**src/rtl/core/rpv_pkg.sv**
```systemverilog
// Shared types, constants and the CORDIC arctangent table for the rotate/project engine.
package rpv_pkg;

  // Field and register widths
  localparam int AngleW   = 32;
  localparam int StepW    = 24;
  localparam int ScaleW   = 15;
  localparam int VertW    = 17;
  localparam int TrigW    = 17;
  localparam int CoefW    = 17;
  localparam int ScreenW  = 16;
  localparam int CfgIdxW  = 2;
  localparam int CfgDataW = 24;

  // Stream word widths, padded to whole bytes
  localparam int SDataW = 56;
  localparam int MDataW = 32;

  // Shared multiply-accumulate unit
  localparam int MacAW = 35;
  localparam int MacBW = 17;
  localparam int AccW  = 50;

  // CORDIC
  localparam int TableLen       = 24;
  localparam int AtanW          = 30;
  localparam int AtanIdxW       = $clog2(TableLen);
  localparam int DefCordicSteps = 16;
  localparam int DefAngleBits   = 32;

  // Register reset values
  localparam logic [ScaleW-1:0] ScaleRst = 15'd32000;
  localparam logic [StepW-1:0]  StepYRst = 24'd2460835;
  localparam logic [StepW-1:0]  StepXRst = 24'd1517515;
  localparam logic [StepW-1:0]  StepZRst = 24'd936485;

  // Register indexes
  localparam logic [CfgIdxW-1:0] RegScale = 2'd0;
  localparam logic [CfgIdxW-1:0] RegStepY = 2'd1;
  localparam logic [CfgIdxW-1:0] RegStepX = 2'd2;
  localparam logic [CfgIdxW-1:0] RegStepZ = 2'd3;

  // Input word kinds
  localparam logic OpTick   = 1'b0;
  localparam logic OpVertex = 1'b1;

  typedef enum logic [1:0] {
    MAC_LOAD,
    MAC_ADD,
    MAC_SUB
  } mac_mode_e;

  typedef struct packed {
    mac_mode_e                mode;
    logic signed [MacAW-1:0]  a;
    logic signed [MacBW-1:0]  b;
  } mac_op_t;

  // atan(2^-i) in turns * 2^32
  function automatic logic [AtanW-1:0] atan_turn(input logic [AtanIdxW-1:0] idx);
    logic [AtanW-1:0] val;
    unique case (idx)
      5'd0:    val = 30'h20000000;
      5'd1:    val = 30'h12E4051E;
      5'd2:    val = 30'h09FB385B;
      5'd3:    val = 30'h051111D4;
      5'd4:    val = 30'h028B0D43;
      5'd5:    val = 30'h0145D7E1;
      5'd6:    val = 30'h00A2F61E;
      5'd7:    val = 30'h00517C55;
      5'd8:    val = 30'h0028BE53;
      5'd9:    val = 30'h00145F2F;
      5'd10:   val = 30'h000A2F98;
      5'd11:   val = 30'h000517CC;
      5'd12:   val = 30'h00028BE6;
      5'd13:   val = 30'h000145F3;
      5'd14:   val = 30'h0000A2FA;
      5'd15:   val = 30'h0000517D;
      5'd16:   val = 30'h000028BE;
      5'd17:   val = 30'h0000145F;
      5'd18:   val = 30'h00000A30;
      5'd19:   val = 30'h00000518;
      5'd20:   val = 30'h0000028C;
      5'd21:   val = 30'h00000146;
      5'd22:   val = 30'h000000A3;
      5'd23:   val = 30'h00000051;
      default: val = '0;
    endcase
    return val;
  endfunction

endpackage

```
**src/rtl/core/rpv_cordic.sv**
```systemverilog
// Iterative rotation-mode CORDIC: one micro-rotation per cycle, sine and cosine in Q1.15.
module rpv_cordic
  import rpv_pkg::*;
#(
  parameter int CORDIC_STEPS = DefCordicSteps,
  parameter int ANGLE_BITS   = DefAngleBits
) (
  input  logic                    clk_i,
  input  logic                    rst_ni,
  input  logic                    start_i,
  input  logic [ANGLE_BITS-1:0]   angle_i,
  output logic                    done_o,
  output logic signed [TrigW-1:0] sin_o,
  output logic signed [TrigW-1:0] cos_o
);

  localparam int CordicIters = (CORDIC_STEPS < TableLen) ? CORDIC_STEPS : TableLen;
  localparam int IterW       = $clog2(CordicIters);
  localparam int XW          = 34;
  localparam int ZW          = 33;
  localparam int RW          = XW - 15;

  localparam logic signed [XW-1:0] Gain    = 34'sd652032874;
  localparam logic signed [ZW-1:0] Quarter = 33'sd1073741824;
  localparam logic signed [ZW-1:0] Half    = 33'sd2147483648;
  localparam logic [IterW-1:0]     LastIt  = IterW'(CordicIters - 1);

  typedef enum logic [1:0] {
    C_IDLE,
    C_ITER,
    C_ROUND
  } cstate_e;

  cstate_e                 state_q;
  logic signed [XW-1:0]    x_q, y_q;
  logic signed [ZW-1:0]    z_q;
  logic [IterW-1:0]        it_q;
  logic                    flip_q;
  logic                    done_q;
  logic signed [TrigW-1:0] sin_q, cos_q;

  logic [AngleW-1:0]       ang_full;
  logic signed [ZW-1:0]    z_init;
  logic signed [ZW-1:0]    z_fold;
  logic                    fold;
  logic signed [XW-1:0]    dx, dy;
  logic signed [ZW-1:0]    at;
  logic signed [XW-1:0]    x_bias, y_bias;
  logic signed [RW-1:0]    x_rnd, y_rnd;
  logic signed [TrigW-1:0] c_clamp, s_clamp;

  // Fold the angle into [-1/4, +1/4] turn
  always_comb begin
    ang_full = AngleW'(angle_i) << (AngleW - ANGLE_BITS);
    z_init   = {ang_full[AngleW-1], ang_full};
    fold     = 1'b0;
    z_fold   = z_init;
    if (z_init > Quarter) begin
      z_fold = z_init - Half;
      fold   = 1'b1;
    end else if (z_init < -Quarter) begin
      z_fold = z_init + Half;
      fold   = 1'b1;
    end
  end

  assign dx = y_q >>> it_q;
  assign dy = x_q >>> it_q;
  assign at = ZW'(atan_turn(AtanIdxW'(it_q)));

  // Round half up to Q1.15 and clamp to [-1, +1]
  always_comb begin
    x_bias = x_q + XW'(16384);
    y_bias = y_q + XW'(16384);
    x_rnd  = RW'(x_bias >>> 15);
    y_rnd  = RW'(y_bias >>> 15);
    if (x_rnd > RW'(32768))       c_clamp = 17'sd32768;
    else if (x_rnd < -RW'(32768)) c_clamp = -17'sd32768;
    else                          c_clamp = x_rnd[TrigW-1:0];
    if (y_rnd > RW'(32768))       s_clamp = 17'sd32768;
    else if (y_rnd < -RW'(32768)) s_clamp = -17'sd32768;
    else                          s_clamp = y_rnd[TrigW-1:0];
  end

  always_ff @(posedge clk_i or negedge rst_ni) begin
    if (!rst_ni) begin
      state_q <= C_IDLE;
      x_q     <= '0;
      y_q     <= '0;
      z_q     <= '0;
      it_q    <= '0;
      flip_q  <= 1'b0;
      done_q  <= 1'b0;
      sin_q   <= '0;
      cos_q   <= '0;
    end else begin
      done_q <= 1'b0;
      unique case (state_q)
        C_IDLE: begin
          if (start_i) begin
            x_q     <= Gain;
            y_q     <= '0;
            z_q     <= z_fold;
            flip_q  <= fold;
            it_q    <= '0;
            state_q <= C_ITER;
          end
        end
        C_ITER: begin
          if (!z_q[ZW-1]) begin
            x_q <= x_q - dx;
            y_q <= y_q + dy;
            z_q <= z_q - at;
          end else begin
            x_q <= x_q + dx;
            y_q <= y_q - dy;
            z_q <= z_q + at;
          end
          if (it_q == LastIt) state_q <= C_ROUND;
          else                it_q    <= it_q + 1'b1;
        end
        C_ROUND: begin
          cos_q   <= flip_q ? -c_clamp : c_clamp;
          sin_q   <= flip_q ? -s_clamp : s_clamp;
          done_q  <= 1'b1;
          state_q <= C_IDLE;
        end
        default: state_q <= C_IDLE;
      endcase
    end
  end

  assign done_o = done_q;
  assign sin_o  = sin_q;
  assign cos_o  = cos_q;

endmodule

```
**src/rtl/core/rpv_mac.sv**
```systemverilog
// Shared multiply-accumulate unit: registered product, then load, add or subtract into the accumulator.
module rpv_mac
  import rpv_pkg::*;
(
  input  logic                   clk_i,
  input  logic                   rst_ni,
  input  logic                   op_valid_i,
  input  mac_op_t                op_i,
  output logic                   done_o,
  output logic signed [AccW-1:0] acc_o
);

  logic signed [MacAW+MacBW-1:0] prod_full;
  logic signed [AccW-1:0]        prod_q;
  logic signed [AccW-1:0]        acc_q;
  mac_mode_e                     mode_q;
  logic                          v1_q;
  logic                          done_q;

  assign prod_full = op_i.a * op_i.b;

  always_ff @(posedge clk_i or negedge rst_ni) begin
    if (!rst_ni) begin
      v1_q   <= 1'b0;
      done_q <= 1'b0;
      mode_q <= MAC_LOAD;
      prod_q <= '0;
      acc_q  <= '0;
    end else begin
      v1_q   <= op_valid_i;
      done_q <= v1_q;
      if (op_valid_i) begin
        // operand ranges keep every product inside the accumulator width
        prod_q <= prod_full[AccW-1:0];
        mode_q <= op_i.mode;
      end
      if (v1_q) begin
        unique case (mode_q)
          MAC_LOAD: acc_q <= prod_q;
          MAC_ADD:  acc_q <= acc_q + prod_q;
          MAC_SUB:  acc_q <= acc_q - prod_q;
          default:  acc_q <= prod_q;
        endcase
      end
    end
  end

  assign done_o = done_q;
  assign acc_o  = acc_q;

endmodule

```
**src/rtl/core/rotate_project_vertex.sv**
```systemverilog
// Top level of the rotate/project engine: sequencer, state, stream and register ports.
//
// Vector-display geometry engine. A frame-tick word (tuser = 0) advances the Y, X and Z angle
// accumulators (32-bit turns) by step_y/step_x/step_z, takes sine and cosine of each new angle
// with an iterative CORDIC, and rebuilds the first two rows of Ry*Rx*Rz in Q1.15; it produces
// no output word. A vertex word (tuser = 1) carries a Q3.14 point; its output word holds the
// dot products with both rows, times the scale register, divided by 2^29 with truncation toward
// zero, saturated to 16 bits, and a clipped flag in tuser. The block takes one input word at a
// time and drops tready until it is done. A vertex runs eight multiply-accumulate operations
// through the single 35x17 multiplier, then the output state, then returns to idle, where the
// next word is taken; the output state waits while the last output word is still held. A frame
// tick runs the CORDIC for each of the three angles in turn, one micro-rotation per cycle, then
// the same multiplier forms the eight matrix products. A finished output word waits in its own
// register, so a stalled consumer only blocks the next vertex at its output state. Register
// writes take effect at once and are meant for idle periods.
module rotate_project_vertex
  import rpv_pkg::*;
#(
  parameter int CORDIC_STEPS = DefCordicSteps,
  parameter int ANGLE_BITS   = DefAngleBits
) (
  input  logic                clk_i,
  input  logic                rst_ni,
  // input stream
  input  logic                s_axis_tvalid,
  output logic                s_axis_tready,
  input  logic [SDataW-1:0]   s_axis_tdata,  // vert_x[16:0], vert_y[33:17], vert_z[50:34], zero
  input  logic                s_axis_tuser,  // opcode
  // output stream
  output logic                m_axis_tvalid,
  input  logic                m_axis_tready,
  output logic [MDataW-1:0]   m_axis_tdata,  // screen_x[15:0], screen_y[31:16]
  output logic                m_axis_tuser,  // clipped
  // register write port
  input  logic                cfg_we_i,
  input  logic [CfgIdxW-1:0]  cfg_idx_i,
  input  logic [CfgDataW-1:0] cfg_data_i
);

  typedef enum logic [2:0] {
    S_IDLE,
    S_CORD_GO,
    S_CORD_WAIT,
    S_MAT_OP,
    S_MAT_WAIT,
    S_VTX_OP,
    S_VTX_WAIT,
    S_OUT
  } state_e;

  // angle being run through the CORDIC
  localparam logic [1:0] TrigY = 2'd0;
  localparam logic [1:0] TrigX = 2'd1;
  localparam logic [1:0] TrigZ = 2'd2;

  // matrix build sequence
  localparam logic [2:0] MatP      = 3'd0;  // p = sy*sx
  localparam logic [2:0] MatCyCz   = 3'd1;
  localparam logic [2:0] MatM00    = 3'd2;  // + p*sz
  localparam logic [2:0] MatPCz    = 3'd3;
  localparam logic [2:0] MatM01    = 3'd4;  // - cy*sz
  localparam logic [2:0] MatM02    = 3'd5;
  localparam logic [2:0] MatM10    = 3'd6;
  localparam logic [2:0] MatM11    = 3'd7;

  // per-row vertex sequence
  localparam logic [2:0] VtxX      = 3'd0;
  localparam logic [2:0] VtxY      = 3'd1;
  localparam logic [2:0] VtxZ      = 3'd2;
  localparam logic [2:0] VtxScale  = 3'd3;

  state_e                   state_q;
  logic [2:0]               step_q;
  logic [1:0]               tidx_q;
  logic                     row_sel_q;

  logic [ScaleW-1:0]        scale_q;
  logic [StepW-1:0]         step_y_q, step_x_q, step_z_q;
  logic [AngleW-1:0]        angle_y_q, angle_x_q, angle_z_q;

  logic signed [TrigW-1:0]  sy_q, cy_q, sx_q, cx_q, sz_q, cz_q;
  logic signed [TrigW-1:0]  p_q;
  logic signed [CoefW-1:0]  row0_q [3];
  logic signed [CoefW-1:0]  row1_q [3];

  logic signed [VertW-1:0]  vx_q, vy_q, vz_q;
  logic signed [ScreenW-1:0] scr_x_q;
  logic                     clip_x_q;
  logic signed [ScreenW-1:0] scr_y_q;
  logic                     clip_y_q;

  logic                     m_valid_q;
  logic [MDataW-1:0]        m_data_q;
  logic                     m_user_q;

  logic                     s_fire;
  logic [AngleW-1:0]        cord_angle;
  logic                     cord_done;
  logic signed [TrigW-1:0]  cord_sin, cord_cos;

  logic                     mac_valid;
  mac_op_t                  mac_op;
  logic                     mac_done;
  logic signed [AccW-1:0]   mac_acc;

  logic signed [AccW-1:0]   acc_bias, acc_rnd;
  logic signed [CoefW-1:0]  coef_val;
  logic signed [AccW-1:0]   trunc_bias, trunc_val;
  logic signed [ScreenW-1:0] sat_val;
  logic                     sat_clip;
  logic signed [CoefW-1:0]  row_c;

  assign s_axis_tready = (state_q == S_IDLE);
  assign s_fire        = s_axis_tvalid && s_axis_tready;

  // ---------------------------------------------------------------------------
  // CORDIC for the three angles, one after the other
  // ---------------------------------------------------------------------------
  always_comb begin
    unique case (tidx_q)
      TrigY:   cord_angle = angle_y_q;
      TrigX:   cord_angle = angle_x_q;
      default: cord_angle = angle_z_q;
    endcase
  end

  rpv_cordic #(
    .CORDIC_STEPS (CORDIC_STEPS),
    .ANGLE_BITS   (ANGLE_BITS)
  ) u_cordic (
    .clk_i   (clk_i),
    .rst_ni  (rst_ni),
    .start_i (state_q == S_CORD_GO),
    .angle_i (cord_angle[AngleW-1 -: ANGLE_BITS]),
    .done_o  (cord_done),
    .sin_o   (cord_sin),
    .cos_o   (cord_cos)
  );

  // ---------------------------------------------------------------------------
  // Operand selection for the shared multiplier
  // ---------------------------------------------------------------------------
  always_comb begin
    row_c = row_sel_q ? row1_q[0] : row0_q[0];
    if (step_q == VtxY) row_c = row_sel_q ? row1_q[1] : row0_q[1];
    if (step_q == VtxZ) row_c = row_sel_q ? row1_q[2] : row0_q[2];
  end

  always_comb begin
    mac_valid   = (state_q == S_MAT_OP) || (state_q == S_VTX_OP);
    mac_op.mode = MAC_LOAD;
    mac_op.a    = '0;
    mac_op.b    = '0;
    if (state_q == S_VTX_OP) begin
      unique case (step_q)
        VtxX: begin
          mac_op.a = MacAW'(row_c);
          mac_op.b = MacBW'(vx_q);
        end
        VtxY: begin
          mac_op.mode = MAC_ADD;
          mac_op.a    = MacAW'(row_c);
          mac_op.b    = MacBW'(vy_q);
        end
        VtxZ: begin
          mac_op.mode = MAC_ADD;
          mac_op.a    = MacAW'(row_c);
          mac_op.b    = MacBW'(vz_q);
        end
        VtxScale: begin
          // dot product is bounded by 3*2^32, so its low bits carry it whole
          mac_op.a = mac_acc[MacAW-1:0];
          mac_op.b = MacBW'(scale_q);
        end
        default: mac_op.mode = MAC_LOAD;
      endcase
    end else begin
      unique case (step_q)
        MatP: begin
          mac_op.a = MacAW'(sy_q);
          mac_op.b = sx_q;
        end
        MatCyCz: begin
          mac_op.a = MacAW'(cy_q);
          mac_op.b = cz_q;
        end
        MatM00: begin
          mac_op.mode = MAC_ADD;
          mac_op.a    = MacAW'(p_q);
          mac_op.b    = sz_q;
        end
        MatPCz: begin
          mac_op.a = MacAW'(p_q);
          mac_op.b = cz_q;
        end
        MatM01: begin
          mac_op.mode = MAC_SUB;
          mac_op.a    = MacAW'(cy_q);
          mac_op.b    = sz_q;
        end
        MatM02: begin
          mac_op.a = MacAW'(sy_q);
          mac_op.b = cx_q;
        end
        MatM10: begin
          mac_op.a = MacAW'(cx_q);
          mac_op.b = sz_q;
        end
        MatM11: begin
          mac_op.a = MacAW'(cx_q);
          mac_op.b = cz_q;
        end
        default: mac_op.mode = MAC_LOAD;
      endcase
    end
  end

  rpv_mac u_mac (
    .clk_i      (clk_i),
    .rst_ni     (rst_ni),
    .op_valid_i (mac_valid),
    .op_i       (mac_op),
    .done_o     (mac_done),
    .acc_o      (mac_acc)
  );

  // ---------------------------------------------------------------------------
  // Result shaping
  // ---------------------------------------------------------------------------
  // Q2.30 sum back to Q1.15, round half up; coefficients clamp to 17-bit signed
  always_comb begin
    acc_bias = mac_acc + AccW'(16384);
    acc_rnd  = acc_bias >>> 15;
    if (acc_rnd > AccW'(65535))       coef_val = 17'sd65535;
    else if (acc_rnd < -AccW'(65536)) coef_val = 17'sh10000;
    else                              coef_val = acc_rnd[CoefW-1:0];
  end

  // divide by 2^29 toward zero, then saturate to 16 bits
  always_comb begin
    trunc_bias = mac_acc[AccW-1] ? AccW'(29'h1FFFFFFF) : '0;
    trunc_val  = (mac_acc + trunc_bias) >>> 29;
    sat_clip   = 1'b0;
    if (trunc_val > AccW'(32767)) begin
      sat_val  = 16'sh7FFF;
      sat_clip = 1'b1;
    end else if (trunc_val < -AccW'(32768)) begin
      sat_val  = -16'sh8000;
      sat_clip = 1'b1;
    end else begin
      sat_val  = trunc_val[ScreenW-1:0];
    end
  end

  // ---------------------------------------------------------------------------
  // Sequencer, state and registers
  // ---------------------------------------------------------------------------
  always_ff @(posedge clk_i or negedge rst_ni) begin
    if (!rst_ni) begin
      state_q   <= S_IDLE;
      step_q    <= '0;
      tidx_q    <= TrigY;
      row_sel_q <= 1'b0;
      scale_q   <= ScaleRst;
      step_y_q  <= StepYRst;
      step_x_q  <= StepXRst;
      step_z_q  <= StepZRst;
      angle_y_q <= '0;
      angle_x_q <= '0;
      angle_z_q <= '0;
      sy_q      <= '0;
      cy_q      <= '0;
      sx_q      <= '0;
      cx_q      <= '0;
      sz_q      <= '0;
      cz_q      <= '0;
      p_q       <= '0;
      row0_q[0] <= 17'sd32768;
      row0_q[1] <= '0;
      row0_q[2] <= '0;
      row1_q[0] <= '0;
      row1_q[1] <= 17'sd32768;
      row1_q[2] <= '0;
      vx_q      <= '0;
      vy_q      <= '0;
      vz_q      <= '0;
      scr_x_q   <= '0;
      clip_x_q  <= 1'b0;
      scr_y_q   <= '0;
      clip_y_q  <= 1'b0;
      m_valid_q <= 1'b0;
      m_data_q  <= '0;
      m_user_q  <= 1'b0;
    end else begin
      if (cfg_we_i) begin
        unique case (cfg_idx_i)
          RegScale: scale_q  <= cfg_data_i[ScaleW-1:0];
          RegStepY: step_y_q <= cfg_data_i[StepW-1:0];
          RegStepX: step_x_q <= cfg_data_i[StepW-1:0];
          RegStepZ: step_z_q <= cfg_data_i[StepW-1:0];
          default:  scale_q  <= scale_q;
        endcase
      end

      // drop the output word once taken, unless a new one loads in the same cycle
      if (m_valid_q && m_axis_tready && (state_q != S_OUT)) m_valid_q <= 1'b0;

      unique case (state_q)
        S_IDLE: begin
          if (s_fire) begin
            if (s_axis_tuser == OpTick) begin
              // accumulators wrap modulo one turn
              angle_y_q <= angle_y_q + AngleW'(step_y_q);
              angle_x_q <= angle_x_q + AngleW'(step_x_q);
              angle_z_q <= angle_z_q + AngleW'(step_z_q);
              tidx_q    <= TrigY;
              state_q   <= S_CORD_GO;
            end else begin
              vx_q      <= s_axis_tdata[VertW-1:0];
              vy_q      <= s_axis_tdata[2*VertW-1:VertW];
              vz_q      <= s_axis_tdata[3*VertW-1:2*VertW];
              step_q    <= VtxX;
              row_sel_q <= 1'b0;
              state_q   <= S_VTX_OP;
            end
          end
        end

        S_CORD_GO: state_q <= S_CORD_WAIT;

        S_CORD_WAIT: begin
          if (cord_done) begin
            unique case (tidx_q)
              TrigY: begin
                sy_q <= cord_sin;
                cy_q <= cord_cos;
              end
              TrigX: begin
                sx_q <= cord_sin;
                cx_q <= cord_cos;
              end
              default: begin
                sz_q <= cord_sin;
                cz_q <= cord_cos;
              end
            endcase
            if (tidx_q == TrigZ) begin
              step_q  <= MatP;
              state_q <= S_MAT_OP;
            end else begin
              tidx_q  <= tidx_q + 1'b1;
              state_q <= S_CORD_GO;
            end
          end
        end

        S_MAT_OP: state_q <= S_MAT_WAIT;

        S_MAT_WAIT: begin
          if (mac_done) begin
            unique case (step_q)
              MatP:    p_q       <= acc_rnd[TrigW-1:0];
              MatM00:  row0_q[0] <= coef_val;
              MatM01:  row0_q[1] <= coef_val;
              MatM02:  row0_q[2] <= coef_val;
              MatM10:  row1_q[0] <= coef_val;
              MatM11: begin
                row1_q[1] <= coef_val;
                // -sx stays within 17 bits for any sine in [-1, +1]
                row1_q[2] <= -sx_q;
              end
              default: p_q <= p_q;
            endcase
            if (step_q == MatM11) begin
              state_q <= S_IDLE;
            end else begin
              step_q  <= step_q + 1'b1;
              state_q <= S_MAT_OP;
            end
          end
        end

        S_VTX_OP: state_q <= S_VTX_WAIT;

        S_VTX_WAIT: begin
          if (mac_done) begin
            if (step_q == VtxScale) begin
              if (!row_sel_q) begin
                scr_x_q   <= sat_val;
                clip_x_q  <= sat_clip;
                row_sel_q <= 1'b1;
                step_q    <= VtxX;
                state_q   <= S_VTX_OP;
              end else begin
                // hold screen_y until the output slot frees
                scr_y_q  <= sat_val;
                clip_y_q <= sat_clip;
                state_q  <= S_OUT;
              end
            end else begin
              step_q  <= step_q + 1'b1;
              state_q <= S_VTX_OP;
            end
          end
        end

        S_OUT: begin
          if (!m_valid_q || m_axis_tready) begin
            m_data_q  <= {scr_y_q, scr_x_q};
            m_user_q  <= clip_x_q | clip_y_q;
            m_valid_q <= 1'b1;
            state_q   <= S_IDLE;
          end
        end

        default: state_q <= S_IDLE;
      endcase
    end
  end

  assign m_axis_tvalid = m_valid_q;
  assign m_axis_tdata  = m_data_q;
  assign m_axis_tuser  = m_user_q;

endmodule

```
**config.mk**
```make
export PLATFORM = sky130hd
export DESIGN_NAME = rotate_project_vertex
export DESIGN_NICKNAME = d
export VERILOG_FILES = /design/src/rtl/core/rpv_pkg.sv /design/src/rtl/core/rpv_cordic.sv /design/src/rtl/core/rpv_mac.sv /design/src/rtl/core/rotate_project_vertex.sv
export SDC_FILE = /design/constraint.sdc
export NUM_CORES = 2
export LEC_CHECK = 0
export BUFFER_PORTS_ARGS = -buffer_cell sky130_fd_sc_hd__buf_2
export CAP_MARGIN = 20
export CORE_ASPECT_RATIO = 1.5
export CORE_MARGIN = 2
export CORE_UTILIZATION = 45
export DETAILED_ROUTE_END_ITERATION = 8
export HOLD_SLACK_MARGIN = 0.06
export PLACE_DENSITY = 0.71
export SETUP_SLACK_MARGIN = 0.2
export SLEW_MARGIN = 10
export SYNTH_ARGS = -nofsm -noshare
export SYNTH_HDL_FRONTEND = slang
export SYNTH_SLANG_ARGS = --single-unit
export TNS_END_PERCENT = 1
```
**constraint.sdc**
```tcl
create_clock -name clk_i -period 20.5 [get_ports clk_i]
set_input_delay 4.1 -clock clk_i [delete_from_list [all_inputs] [get_ports clk_i]]
set_output_delay 4.1 -clock clk_i [all_outputs]
set_load 0.005 [all_outputs]
```
Word level (Yosys, flattened, before mapping)
Memories as Yosys holds them, arrays and structs flattened.
Cells that the tools add are included.
{ "totals": {"mem_count": 1, "elab_cells": 251, "romBits": 480, "register_bits": 779} }
{ "memory_table": {"columns": ["name", "words", "width", "rd", "rd_clocked_by_memory_dff", "write_ports", "line", "rtl"], "rows": [
  ["(name not given)", 16, 30, 1, 0, 0, "rpv_pkg.sv:62", "unique case (idx)"]
]} }
{ "op_classes": {"order_cmp": 10, "n_eq_ne": 40, "multipliers": 1, "shifts": 2, "reduce_logical": 43, "bitwise": 4, "muxes": 79, "add_sub_neg": 23} }
{ "op_table": {"columns": ["cell", "count"], "rows": [
  ["52-bit case mux with 8 select lines", 1],
  ["17-bit 2-to-1 mux", 13],
  ["52-bit case mux with 4 select lines", 1],
  ["34-bit 2-to-1 mux", 4],
  ["34-bit case mux with 2 select lines", 2],
  ["33-bit 2-to-1 mux", 4],
  ["50-bit case mux with 2 select lines", 1],
  ["32-bit by 24-bit adder with 32-bit output", 3],
  ["34-bit by 16-bit adder with 34-bit output, second input constant", 2],
  ["34-bit adder", 2],
  ["34-bit by 4-bit >>> shifter with 34-bit output", 2],
  ["34-bit subtractor", 2],
  ["33-bit case mux with 2 select lines", 1],
  ["32-bit case mux with 2 select lines", 1],
  ["54-bit 2-to-1 mux", 1],
  ["17-bit negator", 3],
  ["50-bit by 16-bit adder with 50-bit output, second input constant", 1],
  ["50-bit by 30-bit adder with 50-bit output", 1],
  ["50-bit adder", 1],
  ["35-bit by 17-bit multiplier with 50-bit output", 1],
  ["50-bit subtractor", 1],
  ["3-bit 2-to-1 mux", 16],
  ["19-bit by 17-bit > comparator with 1-bit output, second input constant", 2],
  ["19-bit by 16-bit < comparator with 1-bit output, second input constant", 2],
  ["47 further kinds", 134]
]} }

Longest topological paths before layout
{ "logic_depth": {"word_depth": 7, "ltp_mapped": 37, "ltp_nobuf": 33} }

By module
From an unflattened synthesis, not the netlist that was laid out.
{ "hier_totals": {"hier_cells": 8347, "hier_area_um2": 75605.0} }
{ "by_module_without_submodules": {"columns": ["module", "area_per_inst_um2", "cells_per_inst", "n_inst", "seq_area_each_um2"], "rows": [
  ["rotate_project_vertex", 28889.0, 2786, 1, 13362.8],
  ["rpv_mac", 27883.0, 3184, 1, 2602.5],
  ["rpv_cordic", 18833.1, 2377, 1, 3578.4]
]} }

Least setup slack after synthesis
No wires, ideal clock.
{ "synth_path": {"kind": "reg2reg", "from": "register step_q[2]", "to": "register u_mac.prod_q[45]", "path_slack_ns": 11.529, "arrival_ns": 8.838, "path_stages_with_launch": 34, "period_less_slack_ns": 8.971, "n_path_buf": 4, "cell_sequence": "dfrtp_1 > clkbuf_1 > inv_1 > ha_1 > nand2b_1 > clkbuf_1 > nor4b_1 > or2_2 > clkbuf_1 > clkbuf_1 > nand2_1 > a41oi_1 > nand2_1 > fa_1 > inv_1 > fa_1 > fa_1 > fa_1 > fa_1 > inv_1 > fa_1 > inv_1 > ha_1 > a21o_1 > a21o_1 > a21oi_1 > o211ai_1 > o21a_1 > a31o_2 > o41a_1 > a31oi_1 > o21ai_0 > xnor2_1 > o21ai_0"} }
{ "synth_via": {"elab_chain_len": 6, "elab_cells_between_ends": 14} }
{ "synth_rtl": {"columns": ["element", "line", "rtl"], "rows": [
  ["start: declaration", "rotate_project_vertex.sv:73", "logic [2:0] step_q;"],
  ["start signal: assignment", "rotate_project_vertex.sv:322", "step_q <= VtxX;"],
  ["start signal: assignment", "rotate_project_vertex.sv:348", "step_q <= MatP;"],
  ["start signal: assignment", "rotate_project_vertex.sv:377", "step_q <= step_q + 1'b1;"],
  ["3-bit by 1-bit equality test with 1-bit output", "rotate_project_vertex.sv:145, rotate_project_vertex.sv:155, rotate_project_vertex.sv:178", null],
  ["17-bit 2-to-1 mux", "rotate_project_vertex.sv:145", "if (step_q == VtxY) row_c = row_sel_q ? row1_q[1] : row0_q[1];"],
  ["17-bit 2-to-1 mux", "rotate_project_vertex.sv:146", "if (step_q == VtxZ) row_c = row_sel_q ? row1_q[2] : row0_q[2];"],
  ["52-bit case mux with 4 select lines", "rotate_project_vertex.sv:155", "unique case (step_q)"],
  ["54-bit 2-to-1 mux (*)", "rotate_project_vertex.sv:154", "if (state_q == S_VTX_OP) begin"],
  ["35-bit by 17-bit multiplier with 50-bit output (*)", "rpv_mac.sv:20", "assign prod_full = op_i.a * op_i.b;"],
  ["end signal: assignment", "rpv_mac.sv:34", "prod_q <= prod_full[AccW-1:0];"],
  ["end: declaration", "rpv_mac.sv:14", "logic signed [AccW-1:0] prod_q;"]
]} }
Every way passes the cells marked *; elsewhere a longest branch is shown, timed or not.
A chain may end at the register's enable or synchronous reset.

Worst setup path in the final report
{ "layout_path": {"from": "register step_q[0]", "to": "register u_mac.prod_q[48]"} }
Same word-level chain as after synthesis.

==> Implementation_results.wiki <==
{| class="wikitable"
! Metric !! Value
|-
| Run status || completed
|-
| Average wire per cell in the routed design || 21.6 µm
|-
| Critical Setup Path Class || reg -> reg
|-
| Final total negative setup slack || 0 ns
|-
| Initial antenna violation count || 1
|-
| Number of optimization iterations in the first detailed-route pass || 6
|-
| Post-CTS setup buffer count || 0
|-
| Total length of routed wires || 220 mm
|-
| Dominant cell type by count on the critical path || sky130_fd_sc_hd__fa_1
|-
| Arrival time at the worst endpoint || 11.71 ns
|-
| Biggest fanout along the worst timing path || 24
|-
| Share of flip-flops with an asynchronous set or reset after synthesis || 100%
|-
| Vias in the first global route || 62,794
|-
| Synth area leader || sky130_fd_sc_hd__dfrtp_1
|-
| Final setup viols || 0
|-
| Synth cell types || 96
|-
| Net count of the finished layout || 9,086
|-
| Count of endpoints failing hold in the final timing report || 0
|-
| Largest net degree at the start of global routing || 177
|-
| CTS tree || done
|-
| Via-to-Cell Ratio || 5.99
|-
| Count of filler cells inserted in the layout || 14,953
|-
| Synth warn || 0
|-
| Placed wire-length estimate after detailed placement || 168 mm
|-
| Clock tree buffer depth || 3
|-
| Max-Slew Margin vs Limit || 19.7%
|-
| Peak per-stage delay on the critical path || 0.96 ns
|-
| Type of origin of the critical path || flip-flop
|-
| Worst vdd ir || 72.2 µV
|-
| Leading cell type by number of instances after synthesis || sky130_fd_sc_hd__nand2_1
|-
| Clock latency at the later pin of the worst-skew pair || 0.73 ns
|-
| Critical path launch point || step_q[0]$_DFFE_PN0P_
|-
| Kind of path behind the tightest hold check || reg -> reg
|-
| Largest cells by area after synthesis || sky130_fd_sc_hd__dfrtp_1, sky130_fd_sc_hd__fa_1, sky130_fd_sc_hd__ha_1
|-
| Endpoint class of the critical path || flip-flop
|-
| Via count of the routed design || 61,237
|-
| Max-cap viol count || 0
|-
| Flop and latch count out of synthesis || 779
|-
| Fin crit period || 11.14 ns
|-
| Area occupied by multi-input gates || 0.0498 mm²
|-
| Number of H-tree branching levels || 3
|-
| Worst-Margin Slew || 1.20 ns
|-
| Power density of the placed cells || 42.7 mW/mm²
|-
| CTS hold repair buffers || 0
|-
| Standard cell core area || 0.162 mm²
|-
| Clock root cell || sky130_fd_sc_hd__clkbuf_16
|-
| Number of port buffers || 117
|-
| Number of clock sinks || 779
|-
| Mapped Cells || 8,187
|-
| Area overhead of the layout relative to synthesis || 7.20%
|-
| Library cell contributing the largest single delay on the critical path || sky130_fd_sc_hd__o31ai_1
|-
| Post-DRT Antenna Nets || 0
|-
| Total standard cell area after synthesis || 0.0737 mm²
|-
| Mean post-synth cell area || 9.00 µm²
|-
| Hold path start || angle_z_q[31]$_DFFE_PN0P_
|-
| Die area || 0.167 mm²
|-
| Die Ht || 500 µm
|-
| Worst Hold Depth || 1
|-
| Final period util || 54.4%
|-
| I/O pins || 123
|-
| Unrepaired setup endpoints after global routing || false
|-
| GRT Residual Overflow || 0
|-
| Clock slew seen by the registers of the worst setup and hold paths || 0.06 ns
|-
| DRC Markers || 0
|-
| Effective utilization at floorplan || 45.4%
|-
| Post-synth EDFFs || 0
|-
| Largest clock skew in the final design || 0.0468 ns
|-
| Wire length of the first global-routing pass || 347 mm
|-
| Final total power || 3.38 mW
|-
| Required @ worst endpoint || 21.06 ns
|-
| Top post-synthesis cells by count || sky130_fd_sc_hd__nand2_1, sky130_fd_sc_hd__nor2_1, sky130_fd_sc_hd__dfrtp_1
|-
| Share of final-layout standard cells stronger than drive strength 1 || 11.1%
|-
| Number of max-slew violations in the final report || 0
|-
| Crit Reg-Reg Startpoint || step_q[0]$_DFFE_PN0P_
|-
| FF+latch area || 0.0196 mm²
|-
| Post-cts sizing count || 0
|-
| Prevailing post-synth register cell || sky130_fd_sc_hd__dfrtp_1
|-
| Number of core rows || 181
|-
| Worst r2r path cells || 32
|-
| Max Fclk || 89.7 MHz
|-
| Violation count after the first detailed-route iteration || 4,858
|-
| Total global-route track usage || 26.3%
|-
| Hold slack || 0.477 ns
|-
| Number of nets in the synthesized netlist || 9,225
|-
| Final GP Congestion || 0.956
|-
| Leakage power summed over all cells || 37.6 nW
|-
| Die X-Extent || 334 µm
|-
| TritonCTS buffer count || 81
|-
| Sequential fraction of the synthesis area || 26.5%
|-
| Top-area cell type share of the netlist area || 25.1%
|}
path summary, 6_finish.rpt:
check | to | slack, ns
max in group asynchronous | u_mac.v1_q$_DFF_PN0_ | 14.00
worst min register to register | angle_z_q[31]$_DFFE_PN0P_ | 0.48
min in group asynchronous | angle_y_q[18]$_DFFE_PN0P_ | 3.44
worst max register to register | u_mac.prod_q[48]$_DFFE_PN0P_ | 9.36
worst max-delay path | u_mac.prod_q[48]$_DFFE_PN0P_ | 9.36
worst min-delay path | angle_z_q[31]$_DFFE_PN0P_ | 0.48
critical path, delay by kind of cell, from the launching register on:
kind	cells	cell delay (ns)
xor gates and xnor gates	1	0.30
adders and majority gates	8	3.70
AOI/OAI and AO/OA	9	3.54
DFF	1	0.38
and+or+nand+nor	8	2.15
buffers and inverters	6	0.87
area by class of cell:
class	count	area share, %
clock inverters	37	0.676
multi-input cells	6247	63.1
well taps	2104	3.33
clock buffers	112	2.93
inverters	718	3.41
flip-flops and latches	779	24.8
repair buffers	221	1.80
diodes	1	0.00317
cell usage in the layout (no fill, tap or decap), types with 59 or more instances in the layout:
cell                        count
sky130_fd_sc_hd__inv_1        712
sky130_fd_sc_hd__nor3_1        91
sky130_fd_sc_hd__nand4_1       59
sky130_fd_sc_hd__nor2_1       794
sky130_fd_sc_hd__o21ai_0      477
sky130_fd_sc_hd__mux4_2        63
sky130_fd_sc_hd__nand2_1      843
sky130_fd_sc_hd__nand3_1      156
sky130_fd_sc_hd__fa_1         559
sky130_fd_sc_hd__ha_1         389
sky130_fd_sc_hd__xnor2_1      298
sky130_fd_sc_hd__a21oi_1      558
sky130_fd_sc_hd__nand2b_1     119
sky130_fd_sc_hd__clkbuf_16     83
sky130_fd_sc_hd__mux2i_1      104
sky130_fd_sc_hd__and3_1        70
sky130_fd_sc_hd__a31oi_1       72
sky130_fd_sc_hd__buf_2        116
sky130_fd_sc_hd__buf_4         99
sky130_fd_sc_hd__dfrtp_1      732
sky130_fd_sc_hd__xor2_1       206
sky130_fd_sc_hd__nor2b_1       71
sky130_fd_sc_hd__a21o_1       141
sky130_fd_sc_hd__mux2_2       338
flip-flops by register name (all words and copies together), names as in the netlist, 32 cells and up:
name          count
m_axis_tdata     32
angle_z_q        32
angle_y_q        32
u_cordic.y_q     34
angle_x_q        32
u_mac.acc_o      50
u_cordic.z_q     33
u_mac.prod_q     50
row0_q           51
u_cordic.x_q     34
row1_q           51
through the flow:
| step | std cells | util (%) | setup WS, ns | instance area, µm² |
|---|---|---|---|---|
| after CTS | 10215 | 48.6 | 9.42 | 78900 |
| final | 10219 | 48.6 | 9.36 | 79000 |
| after global placement | 10065 | 46.9 | 9.60 | 76100 |
| after floorplan | 8187 | - | 11.53 | 73700 |
| after detailed placement | 10066 | 46.9 | 9.49 | 76100 |
| after global routing | 10219 | 48.6 | 8.86 | 79000 |
routing by layer:
layer	wire, µm	track usage, %
met5	0	0
met4	16400	17.5
met3	13800	3.92
met2	110000	45.9
met1	80600	29.7
kinds of logic (layout without fill, tap and decap cells):
group | after synthesis | in the layout | share of synthesized area [%]
compound gates | 1823 | 1823 | 15.4
xor+xnor | 504 | 504 | 5.99
fa+ha+maj | 950 | 950 | 21.8
buf+inv | 1161 | 1088 | 6.13
flops | 779 | 779 | 26.5
mux | 521 | 521 | 9.07
other cells | 0 | 1 | 0
simple gates | 2449 | 2449 | 15.1
report_power, final:
part | internal, mW | switching, mW | total [mW]
logic | 0.0702 | 0.0972 | 0.167
registers | 1.58 | 0.0242 | 1.60
clock network | 0.904 | 0.700 | 1.60
total | 2.55 | 0.822 | 3.38
(Power assumes the default switching activity.)
